<file path="config.mk">
export PLATFORM = sky130hd
export DESIGN_NAME = morse_key_decoder_core
export DESIGN_NICKNAME = d
export VERILOG_FILES = /design/src/mkd_pkg.sv /design/src/mkd_front.sv /design/src/mkd_queue.sv /design/src/morse_key_decoder_core.sv
export SDC_FILE = /design/constraint.sdc
export NUM_CORES = 1
export LEC_CHECK = 0
export BUFFER_PORTS_ARGS = -buffer_cell sky130_fd_sc_hd__buf_2
export CAP_MARGIN = 20
export CORE_MARGIN = 8
export CORE_UTILIZATION = 35
export DETAILED_ROUTE_END_ITERATION = 6
export MAX_ROUTING_LAYER = met4
export SLEW_MARGIN = 20
export SYNTH_ARGS = -nofsm -noshare
export SYNTH_HDL_FRONTEND = slang
export SYNTH_SLANG_ARGS = --single-unit
</file>
<file path="constraint.sdc">
create_clock -name clk -period 5.11 [get_ports clk]
set_input_delay 1.022 -clock clk [delete_from_list [all_inputs] [get_ports clk]]
set_output_delay 1.022 -clock clk [all_outputs]
set_load 0.05 [all_outputs]
</file>
<file path="src/mkd_pkg.sv">
package mkd_pkg;

    localparam int MKD_MAX_ELEMENTS = 5;
    localparam int MKD_CNT_W        = $clog2(MKD_MAX_ELEMENTS + 1);
    localparam int MKD_TICK_W       = 16;
    localparam int MKD_QDEPTH       = 4;
    localparam int MKD_QPTR_W       = $clog2(MKD_QDEPTH);

    localparam logic [MKD_TICK_W-1:0] MKD_DASH_TICKS_RST = 16'd750;
    localparam logic [MKD_TICK_W-1:0] MKD_PRESS_SAT      = '1;

    localparam logic [1:0] EV_DOT     = 2'd0;
    localparam logic [1:0] EV_DASH    = 2'd1;
    localparam logic [1:0] EV_CHAR    = 2'd2;
    localparam logic [1:0] EV_UNKNOWN = 2'd3;

    typedef struct packed {
        logic [1:0] event_res;
        logic [6:0] char_code;
        logic [2:0] symbol_length;
        logic       last;
    } mkd_res_t;

    // one accepted request gives one or two results
    typedef struct packed {
        logic     two;
        mkd_res_t r0;
        mkd_res_t r1;
    } mkd_rec_t;

    // bit i of bits is element i, 1 = dash; returns 0 when no letter matches
    function automatic logic [6:0] mkd_lookup(input logic [MKD_CNT_W-1:0]        cnt,
                                              input logic [MKD_MAX_ELEMENTS-1:0] bits);
        logic [6:0] ch;
        ch = 7'd0;
        case (cnt)
            MKD_CNT_W'(1):
            begin
                if (bits == MKD_MAX_ELEMENTS'(0)) ch = 7'd69;       // E
                else if (bits == MKD_MAX_ELEMENTS'(1)) ch = 7'd84;  // T
            end
            MKD_CNT_W'(2):
            begin
                case (bits)
                    MKD_MAX_ELEMENTS'(0): ch = 7'd73;  // I
                    MKD_MAX_ELEMENTS'(1): ch = 7'd78;  // N
                    MKD_MAX_ELEMENTS'(2): ch = 7'd65;  // A
                    MKD_MAX_ELEMENTS'(3): ch = 7'd77;  // M
                    default: ch = 7'd0;
                endcase
            end
            MKD_CNT_W'(3):
            begin
                case (bits)
                    MKD_MAX_ELEMENTS'(0): ch = 7'd83;  // S
                    MKD_MAX_ELEMENTS'(1): ch = 7'd68;  // D
                    MKD_MAX_ELEMENTS'(2): ch = 7'd82;  // R
                    MKD_MAX_ELEMENTS'(3): ch = 7'd71;  // G
                    MKD_MAX_ELEMENTS'(4): ch = 7'd85;  // U
                    MKD_MAX_ELEMENTS'(5): ch = 7'd75;  // K
                    MKD_MAX_ELEMENTS'(6): ch = 7'd87;  // W
                    MKD_MAX_ELEMENTS'(7): ch = 7'd79;  // O
                    default: ch = 7'd0;
                endcase
            end
            MKD_CNT_W'(4):
            begin
                case (bits)
                    MKD_MAX_ELEMENTS'(0):  ch = 7'd72;  // H
                    MKD_MAX_ELEMENTS'(1):  ch = 7'd66;  // B
                    MKD_MAX_ELEMENTS'(2):  ch = 7'd76;  // L
                    MKD_MAX_ELEMENTS'(3):  ch = 7'd90;  // Z
                    MKD_MAX_ELEMENTS'(4):  ch = 7'd70;  // F
                    MKD_MAX_ELEMENTS'(5):  ch = 7'd67;  // C
                    MKD_MAX_ELEMENTS'(6):  ch = 7'd80;  // P
                    MKD_MAX_ELEMENTS'(8):  ch = 7'd86;  // V
                    MKD_MAX_ELEMENTS'(9):  ch = 7'd88;  // X
                    MKD_MAX_ELEMENTS'(11): ch = 7'd81;  // Q
                    MKD_MAX_ELEMENTS'(13): ch = 7'd89;  // Y
                    MKD_MAX_ELEMENTS'(14): ch = 7'd74;  // J
                    default: ch = 7'd0;
                endcase
            end
            MKD_CNT_W'(5):
            begin
                // five dashes give a space
                if (bits == MKD_MAX_ELEMENTS'(31)) ch = 7'd32;
            end
            default: ch = 7'd0;
        endcase
        return ch;
    endfunction

endpackage

</file>
<file path="src/mkd_front.sv">
module mkd_front (
    input  logic                           clk,
    input  logic                           rst_n,
    input  logic                           accept,
    input  logic                           key_level,
    input  logic                           clear_press,
    input  logic                           confirm_press,
    input  logic                           cfg_we,
    input  logic [mkd_pkg::MKD_TICK_W-1:0] cfg_wdata,
    output logic                           q_push,
    output mkd_pkg::mkd_rec_t              q_rec
);
    import mkd_pkg::*;

    logic [MKD_TICK_W-1:0]       dash_ticks_reg;
    logic                        key_held_reg, key_held_next;
    logic [MKD_TICK_W-1:0]       press_count_reg, press_count_next;
    logic [MKD_MAX_ELEMENTS-1:0] element_bits_reg, element_bits_next;
    logic [MKD_CNT_W-1:0]        element_count_reg, element_count_next;
    logic                        overflowed_reg, overflowed_next;

    logic                        release_hit;
    logic                        dash;
    logic [MKD_MAX_ELEMENTS-1:0] bits_rel;
    logic [MKD_CNT_W-1:0]        cnt_rel;
    logic                        ovf_rel;
    logic [6:0]                  ch;
    mkd_res_t                    rel_res, conf_res;

    always_comb
    begin
        release_hit = !key_level && key_held_reg;
        dash        = press_count_reg > dash_ticks_reg;

        key_held_next    = key_held_reg;
        press_count_next = press_count_reg;
        if (key_level)
        begin
            key_held_next = 1'b1;
            if (!key_held_reg)
                press_count_next = MKD_TICK_W'(1);
            else if (press_count_reg != MKD_PRESS_SAT)
                press_count_next = press_count_reg + MKD_TICK_W'(1);
        end
        else if (key_held_reg)
        begin
            key_held_next    = 1'b0;
            press_count_next = '0;
        end

        // string after the release element, if any
        bits_rel = element_bits_reg;
        cnt_rel  = element_count_reg;
        ovf_rel  = overflowed_reg;
        if (release_hit)
        begin
            if (element_count_reg < MKD_CNT_W'(MKD_MAX_ELEMENTS))
            begin
                bits_rel = element_bits_reg
                         | (MKD_MAX_ELEMENTS'(dash) << element_count_reg);
                cnt_rel  = element_count_reg + MKD_CNT_W'(1);
            end
            else
                ovf_rel = 1'b1;
        end

        ch = ovf_rel ? 7'd0 : mkd_lookup(cnt_rel, bits_rel);

        rel_res.event_res     = dash ? EV_DASH : EV_DOT;
        rel_res.char_code     = 7'd0;
        rel_res.symbol_length = cnt_rel[2:0];
        rel_res.last          = !confirm_press;

        conf_res.event_res     = (ch != 7'd0) ? EV_CHAR : EV_UNKNOWN;
        conf_res.char_code     = ch;
        conf_res.symbol_length = cnt_rel[2:0];
        conf_res.last          = 1'b1;

        q_rec.two = release_hit && confirm_press;
        q_rec.r0  = release_hit ? rel_res : conf_res;
        q_rec.r1  = conf_res;
        q_push    = accept && (release_hit || confirm_press);

        if (clear_press)
        begin
            element_bits_next  = '0;
            element_count_next = '0;
            overflowed_next    = 1'b0;
        end
        else
        begin
            element_bits_next  = bits_rel;
            element_count_next = cnt_rel;
            overflowed_next    = ovf_rel;
        end
    end

    always_ff @(posedge clk or negedge rst_n)
    begin
        if (!rst_n)
        begin
            dash_ticks_reg    <= MKD_DASH_TICKS_RST;
            key_held_reg      <= 1'b0;
            press_count_reg   <= '0;
            element_bits_reg  <= '0;
            element_count_reg <= '0;
            overflowed_reg    <= 1'b0;
        end
        else
        begin
            if (cfg_we)
                dash_ticks_reg <= cfg_wdata;
            if (accept)
            begin
                key_held_reg      <= key_held_next;
                press_count_reg   <= press_count_next;
                element_bits_reg  <= element_bits_next;
                element_count_reg <= element_count_next;
                overflowed_reg    <= overflowed_next;
            end
        end
    end

`ifndef SYNTHESIS
    a_count_range: assert property (@(posedge clk) disable iff (!rst_n)
        element_count_reg <= MKD_CNT_W'(MKD_MAX_ELEMENTS))
        else $error("element count beyond limit");

    a_ovf_full: assert property (@(posedge clk) disable iff (!rst_n)
        overflowed_reg |-> element_count_reg == MKD_CNT_W'(MKD_MAX_ELEMENTS))
        else $error("overflow flagged on a string that is not full");

    a_bits_clean: assert property (@(posedge clk) disable iff (!rst_n)
        (element_bits_reg >> element_count_reg) == '0)
        else $error("element bits set past the element count");
`endif

endmodule

</file>
<file path="src/mkd_queue.sv">
module mkd_queue (
    input  logic              clk,
    input  logic              rst_n,
    input  logic              wr,
    input  mkd_pkg::mkd_rec_t wr_rec,
    output logic              full,
    output logic              empty,
    input  logic              pop,
    output mkd_pkg::mkd_res_t head
);
    import mkd_pkg::*;

    mkd_rec_t              q_reg [MKD_QDEPTH];
    logic [MKD_QPTR_W-1:0] wr_ptr_reg, rd_ptr_reg;
    logic [MKD_QPTR_W:0]   cnt_reg, cnt_next;
    logic                  half_reg;
    logic                  take, retire;
    mkd_rec_t              head_rec;

    always_comb
    begin
        head_rec = q_reg[rd_ptr_reg];
        full     = cnt_reg == (MKD_QPTR_W + 1)'(MKD_QDEPTH);
        empty    = cnt_reg == '0;
        head     = half_reg ? head_rec.r1 : head_rec.r0;
        take     = pop && !empty;
        // entry leaves once its final result is taken
        retire   = take && (half_reg || !head_rec.two);
        cnt_next = cnt_reg + (MKD_QPTR_W + 1)'(wr) - (MKD_QPTR_W + 1)'(retire);
    end

    always_ff @(posedge clk)
    begin
        if (wr)
            q_reg[wr_ptr_reg] <= wr_rec;
    end

    always_ff @(posedge clk or negedge rst_n)
    begin
        if (!rst_n)
        begin
            wr_ptr_reg <= '0;
            rd_ptr_reg <= '0;
            cnt_reg    <= '0;
            half_reg   <= 1'b0;
        end
        else
        begin
            cnt_reg <= cnt_next;
            if (wr)
                wr_ptr_reg <= wr_ptr_reg + MKD_QPTR_W'(1);
            if (retire)
            begin
                rd_ptr_reg <= rd_ptr_reg + MKD_QPTR_W'(1);
                half_reg   <= 1'b0;
            end
            else if (take)
                half_reg <= 1'b1;
        end
    end

`ifndef SYNTHESIS
    a_cnt_range: assert property (@(posedge clk) disable iff (!rst_n)
        cnt_reg <= (MKD_QPTR_W + 1)'(MKD_QDEPTH))
        else $error("queue count beyond depth");

    a_half_valid: assert property (@(posedge clk) disable iff (!rst_n)
        half_reg |-> (!empty && head_rec.two))
        else $error("second result pending on a single-result entry");

    a_no_write_full: assert property (@(posedge clk) disable iff (!rst_n)
        wr |-> !full)
        else $error("queue written while full");
`endif

endmodule

</file>
<file path="src/morse_key_decoder_core.sv">
// channel   | handshake        | payload
// ----------+------------------+-----------------------------------------------
// input     | push / full      | key_level, clear_press, confirm_press
// result    | empty / pop      | event_res, char_code, symbol_length, last
// config    | cfg_we           | cfg_wdata (dash_ticks)
//
// one sample is taken per clock while full is low; key timing and decode
// finish in that cycle and the one or two results land in a four-entry queue
// results drain at one per cycle, so two-result samples can fill the queue
// full rises only while four samples wait; pop and push are independent
// rst_n clears key timing, the string and the queue; dash_ticks returns to 750
module morse_key_decoder_core (
    input  logic                           clk,
    input  logic                           rst_n,
    input  logic                           push,
    output logic                           full,
    input  logic                           key_level,
    input  logic                           clear_press,
    input  logic                           confirm_press,
    output logic                           empty,
    input  logic                           pop,
    output logic [1:0]                     event_res,
    output logic [6:0]                     char_code,
    output logic [2:0]                     symbol_length,
    output logic                           last,
    input  logic                           cfg_we,
    input  logic [mkd_pkg::MKD_TICK_W-1:0] cfg_wdata
);
    import mkd_pkg::*;

    logic     accept;
    logic     q_push;
    mkd_rec_t q_rec;
    mkd_res_t head;

    assign accept = push && !full;

    mkd_front u_front (
        .clk           (clk),
        .rst_n         (rst_n),
        .accept        (accept),
        .key_level     (key_level),
        .clear_press   (clear_press),
        .confirm_press (confirm_press),
        .cfg_we        (cfg_we),
        .cfg_wdata     (cfg_wdata),
        .q_push        (q_push),
        .q_rec         (q_rec)
    );

    mkd_queue u_queue (
        .clk    (clk),
        .rst_n  (rst_n),
        .wr     (q_push),
        .wr_rec (q_rec),
        .full   (full),
        .empty  (empty),
        .pop    (pop),
        .head   (head)
    );

    assign event_res     = head.event_res;
    assign char_code     = head.char_code;
    assign symbol_length = head.symbol_length;
    assign last          = head.last;

endmodule

</file>
== After elaboration in Yosys (flattened, before gate mapping) ==
Memory sizes are Yosys's and may differ from the RTL's.
Cells that the tools add are included.

* Register bits after elaboration: 50
* Memory bits (writable): 100
* Memory bits (read-only): 136
* Input bits: 24
* Output and inout port bits: 15
* Word-level logic and storage cells: 85
* Memories kept: 3

{| class="wikitable"
|+ Memory list
! memory !! words !! bits a word !! read ports !! clocked after memory_dff !! write ports !! RTL line !! source
|-
| u_queue.q_reg || 4 || 25 || 1 || 0 || 1 || mkd_queue.sv:13 || <nowiki>mkd_rec_t q_reg [MKD_QDEPTH];</nowiki>
|-
| (no name shown) || 16 || 6 || 1 || 0 || 0 || mkd_pkg.sv:68 || <nowiki>case (bits)</nowiki>
|-
| (no name shown) || 8 || 5 || 1 || 0 || 0 || mkd_pkg.sv:54 || <nowiki>case (bits)</nowiki>
|}

* $add $sub $neg: 6
* Order comparisons: 2
* Eq/ne operators: 12
* Shift-type cells: 1
* Multiplexer cells: 30
* Bitwise logic cells: 1
* Reduce and logical (&&, ||, !) cells: 20

{| class="wikitable"
|+ Operator list
! kind !! count
|-
| $mux 16 || 4
|-
| $mux 7 || 5
|-
| $pmux 7 s5 || 1
|-
| $pmux 7 s4 || 1
|-
| $mux 13 || 2
|-
| $add 16x1->16 const B || 1
|-
| $gt 16x16->1 || 1
|-
| $ne 16x16->1 const B || 1
|-
| $mux 5 || 3
|-
| $eq 5x2->1 const B || 2
|-
| $mux 1 || 10
|-
| $eq 3x3->1 const B || 3
|-
| $mux 3 || 3
|-
| $reduce_bool 7->1 || 1
|-
| $eq 3x2->1 const B || 2
|-
| $logic_and 1x1->1 || 6
|-
| $mux 6 || 1
|-
| $eq 5x1->1 const B || 1
|-
| $eq 5x5->1 const B || 1
|-
| $logic_not 1->1 || 5
|-
| $logic_not 5->1 || 1
|-
| $or 5x5->5 || 1
|-
| $shl 1x3->5 || 1
|-
| $add 2x1->2 const B || 2
|-
| 11 further kinds || 13
|}

== Logic depth before layout (Yosys ltp) ==
* Depth in word-level cells: 13
* Gate-level depth with buffers: 16
* Mapped depth without buffers: 16

== Cells and area by module ==
From an unflattened synthesis, not the netlist that was laid out.

* Cells, all modules: 653
* Area, all modules: 8137.8 um^2

{| class="wikitable"
|+ Modules (own cells, without submodules)
! module !! instances !! cells an instance !! area each (um^2) !! sequential area each (um^2)
|-
| mkd_queue || 1 || 206 || 4560.6 || 3443.3
|-
| mkd_front || 1 || 446 || 3563.4 || 1059.8
|-
| morse_key_decoder_core || 1 || 1 || 13.8 || 0.0
|}

== Worst setup path before layout ==
OpenSTA, ideal clock, no wires.

* Kind: reg2reg
* From: register u_front.dash_ticks_reg[9]
* To: memory u_queue.q_reg[0][22] in the netlist's numbering (data pin)
* Library setup time: 0.194 ns
* Arrival time: 3.582 ns
* Required time: 4.916 ns
* Slack: 1.334 ns
* Stages on the path, launching flop included: 16
* Buffers on the path: 0
* Period minus slack after synthesis: 3.776 ns
* Cell sequence: dfstp_2 inv_1 ha_1 nand4_1 nor4_4 a21boi_2 a2111o_1 a41oi_1 inv_1 ha_1 o21ai_0 a21oi_1 a221o_1 o21ai_1 nand3_2 o31ai_2

{| class="wikitable"
|+ RTL lines
! element !! RTL line !! source
|-
| from (decl) || mkd_front.sv:15 || <nowiki>logic [MKD_TICK_W-1:0] dash_ticks_reg;</nowiki>
|-
| from (signal assigned) || mkd_front.sv:112 || <nowiki>dash_ticks_reg <= cfg_wdata;</nowiki>
|-
| to (decl) || mkd_queue.sv:13 ||
|}

==> qor.csv <==
metric,value,unit
status,completed,
vias in the first global route,5054,
Post-Place Setup Slack,0.7684,ns
setup ws final,0.7195,ns
Clock Skew,0.007215,ns
diode count,0,
drt pass-1 iters,6,
setup TNS,0,ns
static leakage,3.220,nW
final hold violation count,0,
Worst-path clk slew,0.07,ns
Final setup viols,0,
wire per inst,17.65,um
fin. max-slew vios,0,
"Async S/R FF share, synth",36.23,%
die area,24930,um^2
peak supply drop,0.2913,mV
Root Buffer,clkbuf_16,
Crit path arrival time,4.60,ns
Routed Antenna Nets,0,
CTS resizes,0,
# IOs,39,
"Req. time, crit path",5.32,ns
"slowest stage cell, crit path",a41oi_1,
WL final,16400,um
Num Clock Sinks,138,
Synth Area in XOR/XNOR,0.9943,%
Worst path max stage delay,0.57,ns
Max-slew headroom,24.21,%
Worst-Margin Slew,1.137,ns
"Area growth, synth to finish",15.16,%
crit path max fanout,8,
"Seq/Total Area, Yosys",55.38,%
setup bufs post-CTS,0,
PortBufs,38,
post-synthesis mux area share,7.617,%
Startpoint Class,register,
Post-synth EDFFs,88,
Longest Clk Path Bufs,2,
r2r endpoint,u_queue.q_reg[1][22],
Synth Register Bits,138,
TritonCTS buffer count,17,
Starting DRT DRC Count,337,
Yosys warning total,0,
initial cell density of the core,35.28,%
Vias/cell,5.231,
Core ar.,19970,um^2
complex-gate fraction of the synthesized area,11.79,%
CP Class,register to register,
Vias,4860,
die extent in x,157.9,um
fin cells,929,
Worst Setup SP,u_front.dash_ticks_reg[9],
ratio of cells with drive above 1 in the final layout,20.18,%
"Top FF cell, synth",edfxtp_1,
largest net degree at the start of global routing,51,
RR Startpoint,u_front.dash_ticks_reg[9],
num rows,52,
largest family of logic cells by synthesized area,simple AND/OR/NAND/NOR gates,
Largest register FFs,88,
Pwr Density,497.8,nW/um^2
R2R depth,14,
flop2flop setup slack,0.72,ns
Final nets,702,
crit-path cells,inv_1 > ha_1 > nand4_1 > nor4_4 > nand4_1 > a41oi_1 > inv_1 > ha_1 > o21ai_0 > a21oi_1 > a221o_1 > o21ai_1 > nand3_2 > o31ai_2,
Hold Path Class,register to register,
Post-Syn Nets,659,
Mapped Area,7047,um^2
GPL Wtd Cong,0.8543,
Remaining DRCs,0,
H-tree depth,4,
die height,157.9,um
post-synth cell types,79,
RSZ-0062 raised after global routing,false,
first-pass GRT wire length,26700,um
Fin Hold WS,0.5107,ns
grt ovf,0,
Max-Cap Viols,0,
Final HPWL DP,11420,um
Tmin final,4.391,ns
clk_lat worst skew,0.42,ns
Syn Inst Count,603,
CTS tree,built,
crit path to,u_queue.q_reg[1][22],
Inst Count DP,897,
"Period Utilization, post-route",85.92,%
Filler Cells Inserted,1909,
cts hold-fix bufs,0,
GR Util All Layers,14.18,%
antenna violations before repair,0,
Simple-Gate Fraction of Synth Area,14.67,%
CP endpoint kind,register,
Peak Freq,227.8,MHz
post-synthesis adder-cell area fraction,5.788,%
synthesized area per cell,11.69,um^2
## how the worst min path moves through the flow
stage / start / endpoint / slack, ns / depth (start not counted)
3_5_place_dp: u_queue.cnt_reg[2] / u_queue.cnt_reg[2] / 0.50 / 1
2_1_floorplan: u_queue.cnt_reg[2] / u_queue.cnt_reg[2] / 0.46 / 1
5_1_grt: u_front.dash_ticks_reg[3] / u_front.dash_ticks_reg[3] / 0.53 / 2
4_1_cts: u_queue.cnt_reg[2] / u_queue.cnt_reg[2] / 0.51 / 1
6_report: u_queue.cnt_reg[2] / u_queue.cnt_reg[2] / 0.51 / 1
3_3_place_gp: u_queue.cnt_reg[2] / u_queue.cnt_reg[2] / 0.48 / 1
## per-stage QoR
step                      area (um^2)  power [mW]  utilization, %
after floorplan                  7047       2.516               -
after global placement           7517       2.834           37.63
after detailed placement         7517       2.872           37.63
after CTS                        8115       4.092           40.63
after global routing             8115       4.256           40.63
final                            8115       4.040           40.63
## cells in the mapped netlist (all sizes together) (5+ instances only)
| cell type | n | area (um^2) |
|---|---|---|
| buf | 9 | 72.56 |
| nand4 | 5 | 37.53 |
| xnor2 | 6 | 52.55 |
| or3 | 5 | 32.53 |
| nor2 | 41 | 163.9 |
| ha | 31 | 387.9 |
| and2 | 10 | 63.81 |
| nor3 | 13 | 65.06 |
| dfstp | 7 | 183.9 |
| inv | 35 | 136.4 |
| nand2b | 6 | 37.54 |
| mux4 | 22 | 495.5 |
| and3 | 7 | 43.79 |
| a21oi | 26 | 130.1 |
| nand3 | 18 | 95.09 |
| a211oi | 7 | 57.55 |
| edfxtp | 88 | 2643 |
| dfrtp | 43 | 1076 |
| nand2 | 85 | 319.1 |
| clkbuf | 14 | 52.55 |
| o21ai | 54 | 274.0 |
## placed cells by master (no fill, tap or decap), types with 17 or more instances in the layout
| cell | instances |
|---|---|
| o21ai_0 | 51 |
| ha_1 | 31 |
| nor2_1 | 39 |
| a21oi_1 | 26 |
| dfrtp_1 | 43 |
| nand3_1 | 17 |
| clkbuf_16 | 17 |
| nand2_1 | 85 |
| mux4_2 | 22 |
| inv_1 | 34 |
| edfxtp_1 | 88 |
| buf_2 | 38 |
## per-layer routing
layer	GRT usage (%)	wire length, um	vias up
met5	-	0	-
met4	4.488	184	0
met3	2.512	614	17
met2	23.12	8273	109
met1	17.70	7328	2419
li1	-	-	2315
## final cells by class
class	instances	area (um^2)	share of cell area [%]
clock buffer	17	425.4	5.242
multi-input combinational	406	2879	35.48
inverter	36	140.1	1.727
sequential	138	3902	48.09
timing repair buffer	47	257.7	3.176
tap	270	337.8	4.163
clock inverter	15	172.7	2.128
## worst max-delay path, delay by kind of cell, from the launching register on
| family | cells | cell delay, ns |
|---|---|---|
| compound gates | 6 | 1.81 |
| simple gates | 4 | 0.92 |
| fa+ha+maj | 2 | 0.66 |
| flops | 1 | 0.52 |
| buf+inv | 2 | 0.26 |
## cells by family after synthesis
logic type	after synthesis
AOI/OAI and AO/OA	129
xor gates and xnor gates	8
adders and majority gates	32
buffers and inverters	59
DFF	138
muxes	26
and+or+nand+nor	211
## power by group
group	total (mW)	switching, mW	leakage, nW	internal, mW
sequential	1.56	0.166	1.46	1.40
combinational	1.26	0.804	1.47	0.455
clock	1.22	0.555	0.290	0.660
Note: power is estimated with default switching activity, not from simulation.
